**src/rtl/ptd_pkg.sv**
```systemverilog
// Package for the periodic task dispatcher: request/response structs,
// request and status codes, shared constants. No dependencies.
`default_nettype none
package ptd_pkg;
   localparam int SLOT_COUNT_DEF = 16;
   localparam logic [14:0] MISS_MAX = 15'h7FFF;

   typedef enum logic [2:0] {
      REQ_ADD = 3'd0, REQ_MODIFY = 3'd1, REQ_PAUSE = 3'd2, REQ_FREE = 3'd3,
      REQ_DISPATCH = 3'd4, REQ_QUERY_ID = 3'd5, REQ_QUERY_TOT = 3'd6, REQ_NONE = 3'd7
   } req_code_type;

   typedef enum logic [1:0] {
      ST_DONE = 2'd0, ST_FAIL = 2'd1, ST_IDLE = 2'd2, ST_DISPATCHED = 2'd3
   } status_code_type;

   typedef struct packed {
      logic [2:0]         req_type;
      logic [31:0]        now_time;
      logic [31:0]        finish_time;
      logic [14:0]        task_id;
      logic [3:0]         slot_index;
      logic [31:0]        new_arrival;
      logic signed [15:0] new_priority;
      logic [31:0]        new_period;
      logic signed [15:0] new_deadline;
   } req_type_type;

   typedef struct packed {
      logic [1:0]  status;
      logic [3:0]  chosen_slot;
      logic [14:0] chosen_id;
      logic [31:0] sleep_ticks;
      logic [14:0] miss_count;
      logic [31:0] first_run_time;
      logic [31:0] idle_total;
   } rsp_type_type;

   // controller -> datapath
   typedef struct packed {
      logic load;    // capture request
      logic scan;    // evaluate current slot
      logic commit;  // apply update, emit result
   } cmd_type;

   // datapath -> controller
   typedef struct packed {
      logic last;    // scan index at final slot
   } sts_type;
endpackage
`default_nettype wire

```
**src/rtl/periodic_task_dispatcher.sv**
```systemverilog
// Top level of the periodic task dispatcher: controller plus datapath.
// Depends on ptd_pkg, ptd_ctrl, ptd_datapath.
//
// Usage: drive req with a request and raise start while busy is low; the
// item is taken on that edge. busy then stays high while the table is scanned
// one slot per cycle and then during the commit step. The result is registered
// at the end of the commit step and appears on rsp with rsp_valid high for
// exactly one cycle; it is taken at the edge that ends that cycle, and the next
// item may be accepted at that same edge, as busy is already low; no new item
// is taken before the slot scan and commit of the last one are done.
// The receiver cannot stall; it must take rsp whenever
// rsp_valid is high.
// csr_we/csr_wdata write priority_mode (1 = highest priority, 0 = earliest
// deadline); write only while idle. Synchronous reset frees all slots, sets
// priority_mode to 1, clears totals and arms the idle report.
`default_nettype none
module periodic_task_dispatcher import ptd_pkg::*; #(
   parameter int SLOT_COUNT = SLOT_COUNT_DEF
) (
   input  wire logic    clock,
   input  wire logic    reset,
   input  wire logic    start,
   output logic         busy,
   input  wire req_type_type req_item,
   output logic         rsp_valid,
   output rsp_type_type rsp_item,
   input  wire logic    csr_we,
   input  wire logic    csr_wdata
);
   cmd_type cmd;
   sts_type sts;
   logic    mode_ff;

   always_ff @(posedge clock) begin
      if (reset) mode_ff <= 1'b1;
      else if (csr_we) mode_ff <= csr_wdata;
   end

   ptd_ctrl u_ctrl (
      .clock(clock), .reset(reset), .start(start), .busy(busy),
      .cmd(cmd), .sts(sts)
   );

   ptd_datapath #(.SLOT_COUNT(SLOT_COUNT)) u_dp (
      .clock(clock), .reset(reset), .mode(mode_ff), .cmd(cmd), .sts(sts),
      .req(req_item), .rsp(rsp_item), .rsp_valid(rsp_valid)
   );
endmodule
`default_nettype wire

```
**src/rtl/ptd_ctrl.sv**
```systemverilog
// Controller for the periodic task dispatcher: sequences load, slot scan
// and commit. Depends on ptd_pkg.
`default_nettype none
module ptd_ctrl import ptd_pkg::*; (
   input  wire logic    clock,
   input  wire logic    reset,
   input  wire logic    start,
   output logic         busy,
   output cmd_type      cmd,
   input  wire sts_type sts
);
   typedef enum logic [2:0] {
      S_IDLE = 3'b001, S_SCAN = 3'b010, S_COMMIT = 3'b100
   } state_type;
   state_type state_ff, state_in;

   always_comb begin
      state_in = state_ff;
      cmd = '0;
      unique case (state_ff)
         S_IDLE: begin
            if (start) begin
               cmd.load = 1'b1;
               state_in = S_SCAN;
            end
         end
         S_SCAN: begin
            cmd.scan = 1'b1;
            if (sts.last) state_in = S_COMMIT;
         end
         S_COMMIT: begin
            cmd.commit = 1'b1;
            state_in = S_IDLE;
         end
         default: state_in = S_IDLE;
      endcase
   end
   assign busy = (state_ff != S_IDLE);

   always_ff @(posedge clock) begin
      if (reset) state_ff <= S_IDLE;
      else state_ff <= state_in;
   end
endmodule
`default_nettype wire

```
**src/rtl/ptd_datapath.sv**
```systemverilog
// Datapath for the periodic task dispatcher: slot table, one-slot-per-cycle
// scan unit, commit logic and result register. Depends on ptd_pkg.
`default_nettype none
module ptd_datapath import ptd_pkg::*; #(
   parameter int SLOT_COUNT = SLOT_COUNT_DEF
) (
   input  wire logic   clock,
   input  wire logic   reset,
   input  wire logic   mode,
   input  wire cmd_type cmd,
   output sts_type     sts,
   input  wire req_type_type req,
   output rsp_type_type rsp,
   output logic        rsp_valid
);
   localparam int IW = (SLOT_COUNT > 1) ? $clog2(SLOT_COUNT) : 1;

   logic [SLOT_COUNT-1:0]  used_ff, paused_ff;
   logic [14:0]            id_ff     [SLOT_COUNT];
   logic [31:0]            arr_ff    [SLOT_COUNT];
   logic [31:0]            per_ff    [SLOT_COUNT];
   logic [15:0]            pri_ff    [SLOT_COUNT];
   logic [15:0]            dl_ff     [SLOT_COUNT];
   logic [14:0]            miss_ff   [SLOT_COUNT];

   req_type_type           r_ff;
   logic [IW-1:0]          idx_ff;
   logic                   best_v_ff, near_v_ff, free_v_ff, find_v_ff;
   logic [IW-1:0]          best_ff, free_ff, find_ff;
   logic signed [15:0]     bpri_ff;
   logic [31:0]            bkey_ff, narr_ff;
   logic [15:0]            tot_ff;
   logic [31:0]            stamp_ff, isum_ff;
   logic                   started_ff, armed_ff;

   // current slot view
   logic        c_used, c_elig, c_fut;
   logic [31:0] c_key, c_arr;
   logic [15:0] tot_add;
   logic        idx_ok;
   always_comb begin
      c_used = used_ff[idx_ff];
      c_arr  = arr_ff[idx_ff];
      c_elig = c_used && !paused_ff[idx_ff] && (c_arr <= r_ff.now_time);
      c_fut  = c_used && (c_arr > r_ff.now_time);
      c_key  = (c_arr + {{16{dl_ff[idx_ff][15]}}, dl_ff[idx_ff]} - r_ff.now_time)
               ^ 32'h8000_0000;
      tot_add = tot_ff + (c_used ? {1'b0, miss_ff[idx_ff]} : 16'd0);
      if (tot_add[15]) tot_add = {1'b0, MISS_MAX};
   end
   assign sts.last = (idx_ff == IW'(SLOT_COUNT - 1));
   assign idx_ok = ({3'b000, r_ff.slot_index} < 7'(SLOT_COUNT));

   // commit values for the chosen task
   logic [31:0] n_arr, n_d;
   logic [31:0] sleep;
   always_comb begin
      n_arr = arr_ff[best_ff] + per_ff[best_ff];
      n_d   = n_arr + {{16{dl_ff[best_ff][15]}}, dl_ff[best_ff]} - r_ff.finish_time;
      sleep = near_v_ff ? (narr_ff - r_ff.now_time) : 32'd0;
   end

   rsp_type_type rsp_in;
   always_comb begin
      rsp_in = '0;
      rsp_in.first_run_time = stamp_ff;
      rsp_in.idle_total = isum_ff;
      case (r_ff.req_type)
         REQ_ADD: begin
            if (free_v_ff) rsp_in.chosen_slot = 4'(free_ff);
            else rsp_in.status = ST_FAIL;
         end
         REQ_MODIFY: begin
            if (find_v_ff) rsp_in.chosen_slot = 4'(find_ff);
            else rsp_in.status = ST_FAIL;
         end
         REQ_DISPATCH: begin
            if (!started_ff) rsp_in.first_run_time = r_ff.now_time;
            if (best_v_ff) begin
               rsp_in.status = ST_DISPATCHED;
               rsp_in.chosen_slot = 4'(best_ff);
               rsp_in.chosen_id = id_ff[best_ff];
            end else begin
               rsp_in.status = ST_IDLE;
               if (armed_ff) begin
                  rsp_in.sleep_ticks = sleep;
                  rsp_in.idle_total = isum_ff + sleep;
               end
            end
         end
         REQ_QUERY_ID: begin
            if (find_v_ff) begin
               rsp_in.chosen_slot = 4'(find_ff);
               rsp_in.miss_count = miss_ff[find_ff];
            end else rsp_in.status = ST_FAIL;
         end
         REQ_QUERY_TOT: rsp_in.miss_count = tot_ff[14:0];
         default: ;
      endcase
   end

   always_ff @(posedge clock) begin
      if (reset) begin
         used_ff    <= '0;
         paused_ff  <= '0;
         started_ff <= 1'b0;
         armed_ff   <= 1'b1;
         stamp_ff   <= '0;
         isum_ff    <= '0;
         rsp_valid  <= 1'b0;
         for (int i = 0; i < SLOT_COUNT; i++) begin
            miss_ff[i] <= '0;
            arr_ff[i]  <= '0;
         end
      end else begin
         rsp_valid <= cmd.commit;
         if (cmd.load) begin
            idx_ff    <= '0;
            best_v_ff <= 1'b0;
            near_v_ff <= 1'b0;
            free_v_ff <= 1'b0;
            find_v_ff <= 1'b0;
            tot_ff    <= '0;
         end
         if (cmd.scan) begin
            if (!sts.last) idx_ff <= idx_ff + 1'b1;
            tot_ff <= tot_add;
            if (!c_used && !free_v_ff) begin
               free_v_ff <= 1'b1;
               free_ff <= idx_ff;
            end
            if (c_used && id_ff[idx_ff] == r_ff.task_id && !find_v_ff) begin
               find_v_ff <= 1'b1;
               find_ff <= idx_ff;
            end
            if (c_elig) begin
               if (mode) begin
                  if (!best_v_ff || $signed(pri_ff[idx_ff]) > bpri_ff) begin
                     best_v_ff <= 1'b1;
                     best_ff <= idx_ff;
                     bpri_ff <= $signed(pri_ff[idx_ff]);
                  end
               end else if (!best_v_ff || c_key < bkey_ff) begin
                  best_v_ff <= 1'b1;
                  best_ff <= idx_ff;
                  bkey_ff <= c_key;
               end
            end
            if (c_fut && (!near_v_ff || c_arr < narr_ff)) begin
               near_v_ff <= 1'b1;
               narr_ff <= c_arr;
            end
         end
         if (cmd.commit) begin
            case (r_ff.req_type)
               REQ_ADD: begin
                  if (free_v_ff) begin
                     used_ff[free_ff] <= 1'b1;
                     id_ff[free_ff]   <= r_ff.task_id;
                     arr_ff[free_ff]  <= r_ff.new_arrival;
                     per_ff[free_ff]  <= r_ff.new_period;
                     pri_ff[free_ff]  <= r_ff.new_priority;
                     dl_ff[free_ff]   <= r_ff.new_deadline;
                  end
               end
               REQ_MODIFY: begin
                  if (find_v_ff) begin
                     arr_ff[find_ff] <= r_ff.new_arrival;
                     per_ff[find_ff] <= r_ff.new_period;
                     pri_ff[find_ff] <= r_ff.new_priority;
                     dl_ff[find_ff]  <= r_ff.new_deadline;
                  end
               end
               REQ_PAUSE: begin
                  if (idx_ok) paused_ff[IW'(r_ff.slot_index)] <= 1'b1;
               end
               REQ_FREE: begin
                  if (idx_ok) begin
                     used_ff[IW'(r_ff.slot_index)]   <= 1'b0;
                     paused_ff[IW'(r_ff.slot_index)] <= 1'b0;
                     miss_ff[IW'(r_ff.slot_index)]   <= '0;
                     arr_ff[IW'(r_ff.slot_index)]    <= '0;
                  end
               end
               REQ_DISPATCH: begin
                  if (!started_ff) begin
                     started_ff <= 1'b1;
                     stamp_ff <= r_ff.now_time;
                  end
                  if (best_v_ff) begin
                     arr_ff[best_ff] <= n_arr;
                     if (n_d[31] && miss_ff[best_ff] != MISS_MAX)
                        miss_ff[best_ff] <= miss_ff[best_ff] + 1'b1;
                     armed_ff <= 1'b1;
                  end else if (armed_ff) begin
                     armed_ff <= 1'b0;
                     isum_ff <= isum_ff + sleep;
                  end
               end
               default: ;
            endcase
         end
      end
   end

   always_ff @(posedge clock) begin
      if (cmd.load) r_ff <= req;
      if (cmd.commit) rsp <= rsp_in;
   end
endmodule
`default_nettype wire
```
**config.mk**
```make
export PLATFORM = sky130hd
export DESIGN_NAME = periodic_task_dispatcher
export DESIGN_NICKNAME = d
export VERILOG_FILES = /design/src/rtl/ptd_pkg.sv /design/src/rtl/periodic_task_dispatcher.sv /design/src/rtl/ptd_ctrl.sv /design/src/rtl/ptd_datapath.sv
export SDC_FILE = /design/constraint.sdc
export NUM_CORES = 2
export LEC_CHECK = 0
export BUFFER_PORTS_ARGS = -buffer_cell sky130_fd_sc_hd__buf_2
export CAP_MARGIN = 40
export CORE_MARGIN = 10
export CORE_UTILIZATION = 30
export CTS_BUF_LIST = sky130_fd_sc_hd__clkbuf_16
export DETAILED_ROUTE_END_ITERATION = 12
export SETUP_SLACK_MARGIN = 0.2
export SLEW_MARGIN = 40
export SYNTH_ARGS = -nofsm -noshare
export SYNTH_HDL_FRONTEND = slang
export SYNTH_HIERARCHICAL = 1
export SYNTH_SLANG_ARGS = --single-unit
```
**constraint.sdc**
```tcl
create_clock -name clock -period 28.5 [get_ports clock]
set_input_delay 4.275 -clock clock [delete_from_list [all_inputs] [get_ports clock]]
set_output_delay 4.275 -clock clock [all_outputs]
set_load 0.1 [all_outputs]
```
* Word-level counts from Yosys, hierarchy flattened
Memory sizes are Yosys's and may differ from the RTL's. A register that Yosys moved wholly into a read port is not among the register bits.
Index checks and enable logic that the tools add are counted.
** Storage, ports and cells
- Memories kept :: 6
- RAM bits :: 2016
- Logic and storage cells :: 259
- Input bits :: 187
- Bits in registers :: 533
- Output and inout bits :: 134
** Memories
- u_dp.arr_ff :: depth 16, width 32, rd ports 2, clocked after memory_dff 2, wr ports 16, line ptd_datapath.sv:20 : logic [31:0] arr_ff [SLOT_COUNT];
- u_dp.per_ff :: depth 16, width 32, rd ports 1, clocked after memory_dff 1, wr ports 1, line ptd_datapath.sv:21 : logic [31:0] per_ff [SLOT_COUNT];
- u_dp.dl_ff :: depth 16, width 16, rd ports 2, clocked after memory_dff 2, wr ports 1, line ptd_datapath.sv:23 : logic [15:0] dl_ff [SLOT_COUNT];
- u_dp.pri_ff :: depth 16, width 16, rd ports 1, clocked after memory_dff 1, wr ports 1, line ptd_datapath.sv:22 : logic [15:0] pri_ff [SLOT_COUNT];
- u_dp.id_ff :: depth 16, width 15, rd ports 2, clocked after memory_dff 2, wr ports 1, line ptd_datapath.sv:19 : logic [14:0] id_ff [SLOT_COUNT];
- u_dp.miss_ff :: depth 16, width 15, rd ports 3, clocked after memory_dff 3, wr ports 16, line ptd_datapath.sv:24 : logic [14:0] miss_ff [SLOT_COUNT];
** Operators by class
- Reduce and logical (&&, ||, !) cells :: 47
- Mux-type cells :: 122
- Magnitude comparators :: 10
- Add/subtract/negate cells :: 10
- Bitwise gates (word level) :: 10
- Equal/unequal tests :: 17
** Operator list (count)
- $mux 32 :: 9
- $reduce_or 32->1 :: 5
- $add 32x32->32 :: 4
- $mux 4 :: 28
- $sub 32x32->32 :: 3
- $mux 16 :: 5
- $mux 15 :: 5
- $lt 32x32->1 :: 2
- $mux 64 :: 1
- $pmux 16 s2 :: 2
- $mux 1 :: 62
- $and 16x16->16 :: 2
- $gt 32x32->1 :: 1
- $le 32x32->1 :: 1
- $or 16x16->16 :: 2
- $reduce_or 16->1 :: 2
- $pmux 15 s2 :: 1
- $reduce_or 15->1 :: 2
- $mux 19 :: 1
- $pmux 6 s3 :: 1
- $add 16x16->16 :: 1
- $gt 16x16->1 :: 1
- $not 16->16 :: 1
- $add 15x1->15 const B :: 1
- other kinds (27) :: 73

* Longest topological paths before layout
- Depth after elaboration :: 12
- Depth in mapped cells :: 38
- Gate-level depth less buffers :: 29

* Cells and area by module
The synthesis kept the hierarchy.
** By module, submodules not included
- ptd_datapath :: cells an instance 7353, seq. area each 75642.5 um^2, times used 1, area each 121962.0 um^2
- ptd_ctrl :: cells an instance 15, seq. area each 60.1 um^2, times used 1, area each 141.4 um^2
- periodic_task_dispatcher :: cells an instance 3, seq. area each 20.0 um^2, times used 1, area each 35.0 um^2

* Least setup slack after synthesis
No wires, ideal clock.
- Kind :: reg2reg
- Start point :: register u_ctrl.state_ff[2]
- End point :: memory u_dp.dl_ff[5][0] (enable)
- Slack :: 13.585 ns
- Arrival :: 14.428 ns
- Buffers on the path :: 1
- Stages on the path, launching flop included :: 8
- Clock period less this slack :: 14.915 ns
- Required time :: 28.014 ns
- Library setup time :: 0.486 ns
- Cell sequence :: dfxtp_1 -> nor3b_1 -> nor2b_1 -> clkbuf_1 -> nand3_1 -> mux2i_1 -> or2_2 -> nor2_1
** RTL lines
- start: declaration :: line ptd_ctrl.sv:15 : state_type state_ff, state_in;
- start signal: assignment :: line ptd_ctrl.sv:42 : else state_ff <= state_in;
- end: declaration :: line ptd_datapath.sv:23

==> run summary <==
The worst hold path terminates at u_dp/stamp_ff[7]. The via count normalized by instance count works out to 5.403. Clock root buffer: sky130_fd_sc_hd__clkbuf_16.

The detailed router placed 72310 vias in this run. For the worst setup slack before clock tree synthesis, the log shows 17.20 ns. The y dimension of the die is 658.1 µm, and the width of the die is 658.1 µm. The number of warnings issued by yosys was 6; the share of synthesized registers carrying an async set or reset was 0%. The tree built by TritonCTS fans out to 2560 sinks. The clock passes through at most 4 buffers. After detailed routing, the average wire length per cell comes to 28.90 µm. The area fraction of the dominant cell type after synthesis is 60.11%. The last weighted congestion value of the routability-driven placer is 0.9284.

Between clock sinks in the finished design, the worst skew comes to 0.1018 ns. Setup repair after global routing left no endpoint under its margin. The number of antenna violations at the first check in global routing was 45. The run finished with clean final reports. Data arrives at the worst endpoint at 11.92 ns. The minimum hold slack came out at 0.4499 ns.

The tools report the largest net degree at the start of global routing as 108. Across every metal layer, demand over resource in global routing totals 17.28%. Clock latency on the worst-skew pair, taken at its later pin, is 0.99 ns. The clock period could shrink to 11.39 ns.

The tools report the sequential element share of the synthesized area as 62.00%. Clock tree synthesis inserted a total of 293 buffers. In this run, post-CTS repair resized a total of 0 instances. Synthesis produced 7371 cells. The worst setup path is launched from a flop. In this run the worst path has a maximum fanout of 48.

The start point of the worst min-delay path was u_dp/stamp_ff[7]. The path class of the tightest hold or removal check is reg -> reg. The first global-routing pass estimated 549900 µm of wire.

The slew at the pin with the worst max-slew slack is 0.9119 ns. TritonCTS built the clock tree. The area of all placed cells without fillers was 140400 µm²; the mean cell area of the mapped netlist was 16.57 µm². The total of flip-flops plus latches after synthesis is 2560, and the placed wire-length estimate is 247900 µm. The pre-antenna-repair detailed-routing pass consisted of 8 iterations. Type of element capturing the critical path: a flop. The number of cells on the worst hold path was 2.

After synthesis the cells add up to 122100 µm². In this run the critical register-to-register path is captured at u_dp/miss_ff[1][0]. The run gives 0 as the final-report hold violation count. Total power divided by cell area: 65.35 nW/µm².

In the synthesized netlist the dominant register cell turns out to be sky130_fd_sc_hd__edfxtp_1. The number of enable-type register cells in the synthesized netlist was 2445; the post-CTS clock slew at the launch and capture registers of the worst setup and hold paths was 0.06 ns. The worst-case register-to-register setup slack is 17.11 ns, and the number of DRC markers after the initial detailed-route iteration is 8724. The floorplan step defined a die boundary enclosing 433100 µm². For the number of DRC violations after detailed routing, the log shows 0.

321 I/O pins were placed. For the top achievable clock speed, the log shows 87.80 MHz. The distinct cell type count of the synthesized netlist came out at 84. The layout has 38260 filler cells. For the number of nets in the finished design, the log shows 8263. The via count of the first global-routing pass is 74240, and the remaining max-slew budget at the tightest pin is 38.56%. The H-tree was split into 5 levels.

Port buffering added 320 buffers. By area the synthesized netlist is led by sky130_fd_sc_hd__edfxtp_1 60%, sky130_fd_sc_hd__mux4_2 20%, sky130_fd_sc_hd__nor2_1 2.9%, sky130_fd_sc_hd__ha_1 2.9%, sky130_fd_sc_hd__dfxtp_1 1.9%. Synthesis produced a netlist with a net count of 7906. In this run the post-CTS setup repair buffer count came out at 0.

Of the cells placed in the final design, the portion with a size suffix greater than 1 is 27.42%. The synthesis-to-finish area growth was 14.94%; the number of standard-cell rows in the floorplan was 234. The cell area reported after detailed placement is 130900 µm².

The data required time of the worst path was 29.03 ns. The tools report the number of setup violations in the final report as 0. Setup slack on the critical path of the routed design comes to 17.11 ns. Summed over all instances, the cell type with the most area after synthesis is sky130_fd_sc_hd__edfxtp_1.

For this design, the CTS-stage hold fixing added 0 buffers. The highest ir drop seen on vdd came out at 0.00004882 V. Number of maximum-capacitance constraint violations: 0. Sorting the synthesized cells by how often they occur yields 2445 x sky130_fd_sc_hd__edfxtp_1, 1096 x sky130_fd_sc_hd__mux4_2, 949 x sky130_fd_sc_hd__nor2_1, 382 x sky130_fd_sc_hd__nand2_1, 320 x sky130_fd_sc_hd__clkbuf_1.

The most numerous cell in the Yosys netlist is sky130_fd_sc_hd__edfxtp_1. Summed over all layers, the global routing overflow is 0. The core region is 405800 µm².

The number of pins exceeding their max-slew limit in the final report came out at 0. The critical path is of the reg -> reg type. For the worst flop-to-flop path, the logic depth is 27. Setup total negative slack on the finished layout was measured at 0 ns. Once detail routing completed, the nets flagged for antenna violations numbered 0. In this run the static leakage power is 47.38 nW. For this configuration, the core starts out at a cell density of 30.10%. The final wirelength is 386800 µm. The period utilization was 39.96%.
## cell usage in the layout (no fill, tap or decap), types with 26 or more instances in the layout
| cell | n |
|---|---|
| sky130_fd_sc_hd__and2_1 | 45 |
| sky130_fd_sc_hd__nor2_1 | 929 |
| sky130_fd_sc_hd__buf_2 | 319 |
| sky130_fd_sc_hd__o21bai_1 | 26 |
| sky130_fd_sc_hd__clkbuf_16 | 295 |
| sky130_fd_sc_hd__buf_6 | 30 |
| sky130_fd_sc_hd__a21o_1 | 73 |
| sky130_fd_sc_hd__xor2_1 | 50 |
| sky130_fd_sc_hd__xnor2_1 | 108 |
| sky130_fd_sc_hd__and3_1 | 70 |
| sky130_fd_sc_hd__dfxtp_1 | 104 |
| sky130_fd_sc_hd__nor3_1 | 48 |
| sky130_fd_sc_hd__inv_1 | 318 |
| sky130_fd_sc_hd__nand2_1 | 374 |
| sky130_fd_sc_hd__edfxtp_1 | 2445 |
| sky130_fd_sc_hd__nor2b_1 | 53 |
| sky130_fd_sc_hd__fa_1 | 65 |
| sky130_fd_sc_hd__o21a_1 | 42 |
| sky130_fd_sc_hd__clkinv_1 | 52 |
| sky130_fd_sc_hd__mux2_2 | 44 |
| sky130_fd_sc_hd__ha_1 | 283 |
| sky130_fd_sc_hd__nand2b_1 | 35 |
| sky130_fd_sc_hd__a21oi_1 | 258 |
| sky130_fd_sc_hd__o21ai_0 | 117 |
| sky130_fd_sc_hd__mux4_2 | 1096 |
| sky130_fd_sc_hd__buf_4 | 151 |
| sky130_fd_sc_hd__nand4_1 | 34 |
| sky130_fd_sc_hd__clkinv_2 | 38 |
| sky130_fd_sc_hd__nand3_1 | 33 |
## through the flow
step / util [%] / power [mW] / std cells
CTS: 34.55 / 9.247 / 13370
floorplan: - / 5.154 / 7371
detailed placement: 32.25 / 5.559 / 12860
finish: 34.60 / 9.174 / 13380
global route: 34.59 / 9.522 / 13380
global placement: 32.14 / 5.523 / 12840
## logic make-up (layout without fill, tap and decap cells)
logic type | Yosys count | count (layout) | share of synthesized area, %
AOI/OAI and AO/OA | 703 | 703 | 3.705
other | 0 | 6 | 0
DFF | 2560 | 2560 | 62.00
xor gates and xnor gates | 160 | 160 | 1.147
and+or+nand+nor | 1729 | 1729 | 6.142
buffers and inverters | 717 | 1295 | 2.313
muxes | 1154 | 1154 | 20.73
adders and majority gates | 348 | 348 | 3.964
## worst max-delay path, cell delays in order, from the launching register on
cell                        delay, ns
sky130_fd_sc_hd__dfxtp_4         0.85
sky130_fd_sc_hd__buf_6           0.69
sky130_fd_sc_hd__buf_4           0.69
sky130_fd_sc_hd__mux4_2          0.60
sky130_fd_sc_hd__mux4_2          0.54
sky130_fd_sc_hd__ha_1            0.40
sky130_fd_sc_hd__a2111oi_0       0.41
sky130_fd_sc_hd__o21ai_1         0.13
sky130_fd_sc_hd__and3_1          0.29
sky130_fd_sc_hd__a2111oi_2       0.68
sky130_fd_sc_hd__or2_1           0.23
sky130_fd_sc_hd__o311ai_1        0.23
sky130_fd_sc_hd__nor2_1          0.26
sky130_fd_sc_hd__o31ai_1         0.11
sky130_fd_sc_hd__xnor2_1         0.31
sky130_fd_sc_hd__fa_1            0.47
sky130_fd_sc_hd__ha_1            0.30
sky130_fd_sc_hd__nand4_1         0.07
sky130_fd_sc_hd__nor2_1          0.15
sky130_fd_sc_hd__nand2_1         0.11
sky130_fd_sc_hd__nor3_1          0.23
sky130_fd_sc_hd__a21oi_1         0.15
sky130_fd_sc_hd__xnor2_2         0.70
sky130_fd_sc_hd__a21oi_1         0.16
sky130_fd_sc_hd__nor3b_4         0.22
sky130_fd_sc_hd__buf_4           0.60
sky130_fd_sc_hd__a31oi_2         0.52
sky130_fd_sc_hd__nand2_1         0.70
## power breakdown
| group | total (mW) | switching [mW] | internal (mW) |
|---|---|---|---|
| registers | 4.30 | 0.0888 | 4.21 |
| logic | 1.19 | 0.685 | 0.508 |
| clock network | 3.68 | 1.60 | 2.08 |
## cell type report
class	instances	area, µm²	area share (%)
antenna	6	15.01	0.01069
clock buffer	295	7382	5.258
clock inverter	221	1941	1.382
inverter	258	968.4	0.6898
multi-input combinational	4094	44000	31.34
sequential	2560	75760	53.96
tap	5428	6792	4.838
timing repair buffer	521	3533	2.517
## per-layer routing
| layer | part of all wire [%] | track usage (%) |
|---|---|---|
| met1 | 38 | 22.24 |
| met2 | 48 | 28.31 |
| met3 | 9.6 | 4.099 |
| met4 | 4.5 | 6.685 |
| met5 | 0.035 | 0 |
## flip-flops by register name, indices dropped and copies added (netlist names), 132 cells and up, named ones only
name          cells
u_dp/rsp        132
u_dp/r_ff       182
u_dp/dl_ff      256
u_dp/per_ff     512
u_dp/pri_ff     256
u_dp/arr_ff     512
u_dp/miss_ff    240
u_dp/id_ff      240
## how the worst max path moves through the flow
| stage | start | end | slack [ns] |
|---|---|---|---|
| 6_report | flop | u_dp/miss_ff[1][0] | 17.11 |
| 2_1_floorplan | u_ctrl/state_ff[2] | u_dp/dl_ff[5][0] | 13.59 |
| 5_1_grt | flop | u_dp/miss_ff[1][11] | 16.51 |
| 4_1_cts | flop | u_dp/miss_ff[1][10] | 17.14 |
| 3_5_place_dp | flop | u_dp/miss_ff[1][4] | 17.20 |
| 3_3_place_gp | flop | u_dp/miss_ff[1][0] | 16.26 |
(Power assumes the default switching activity.)
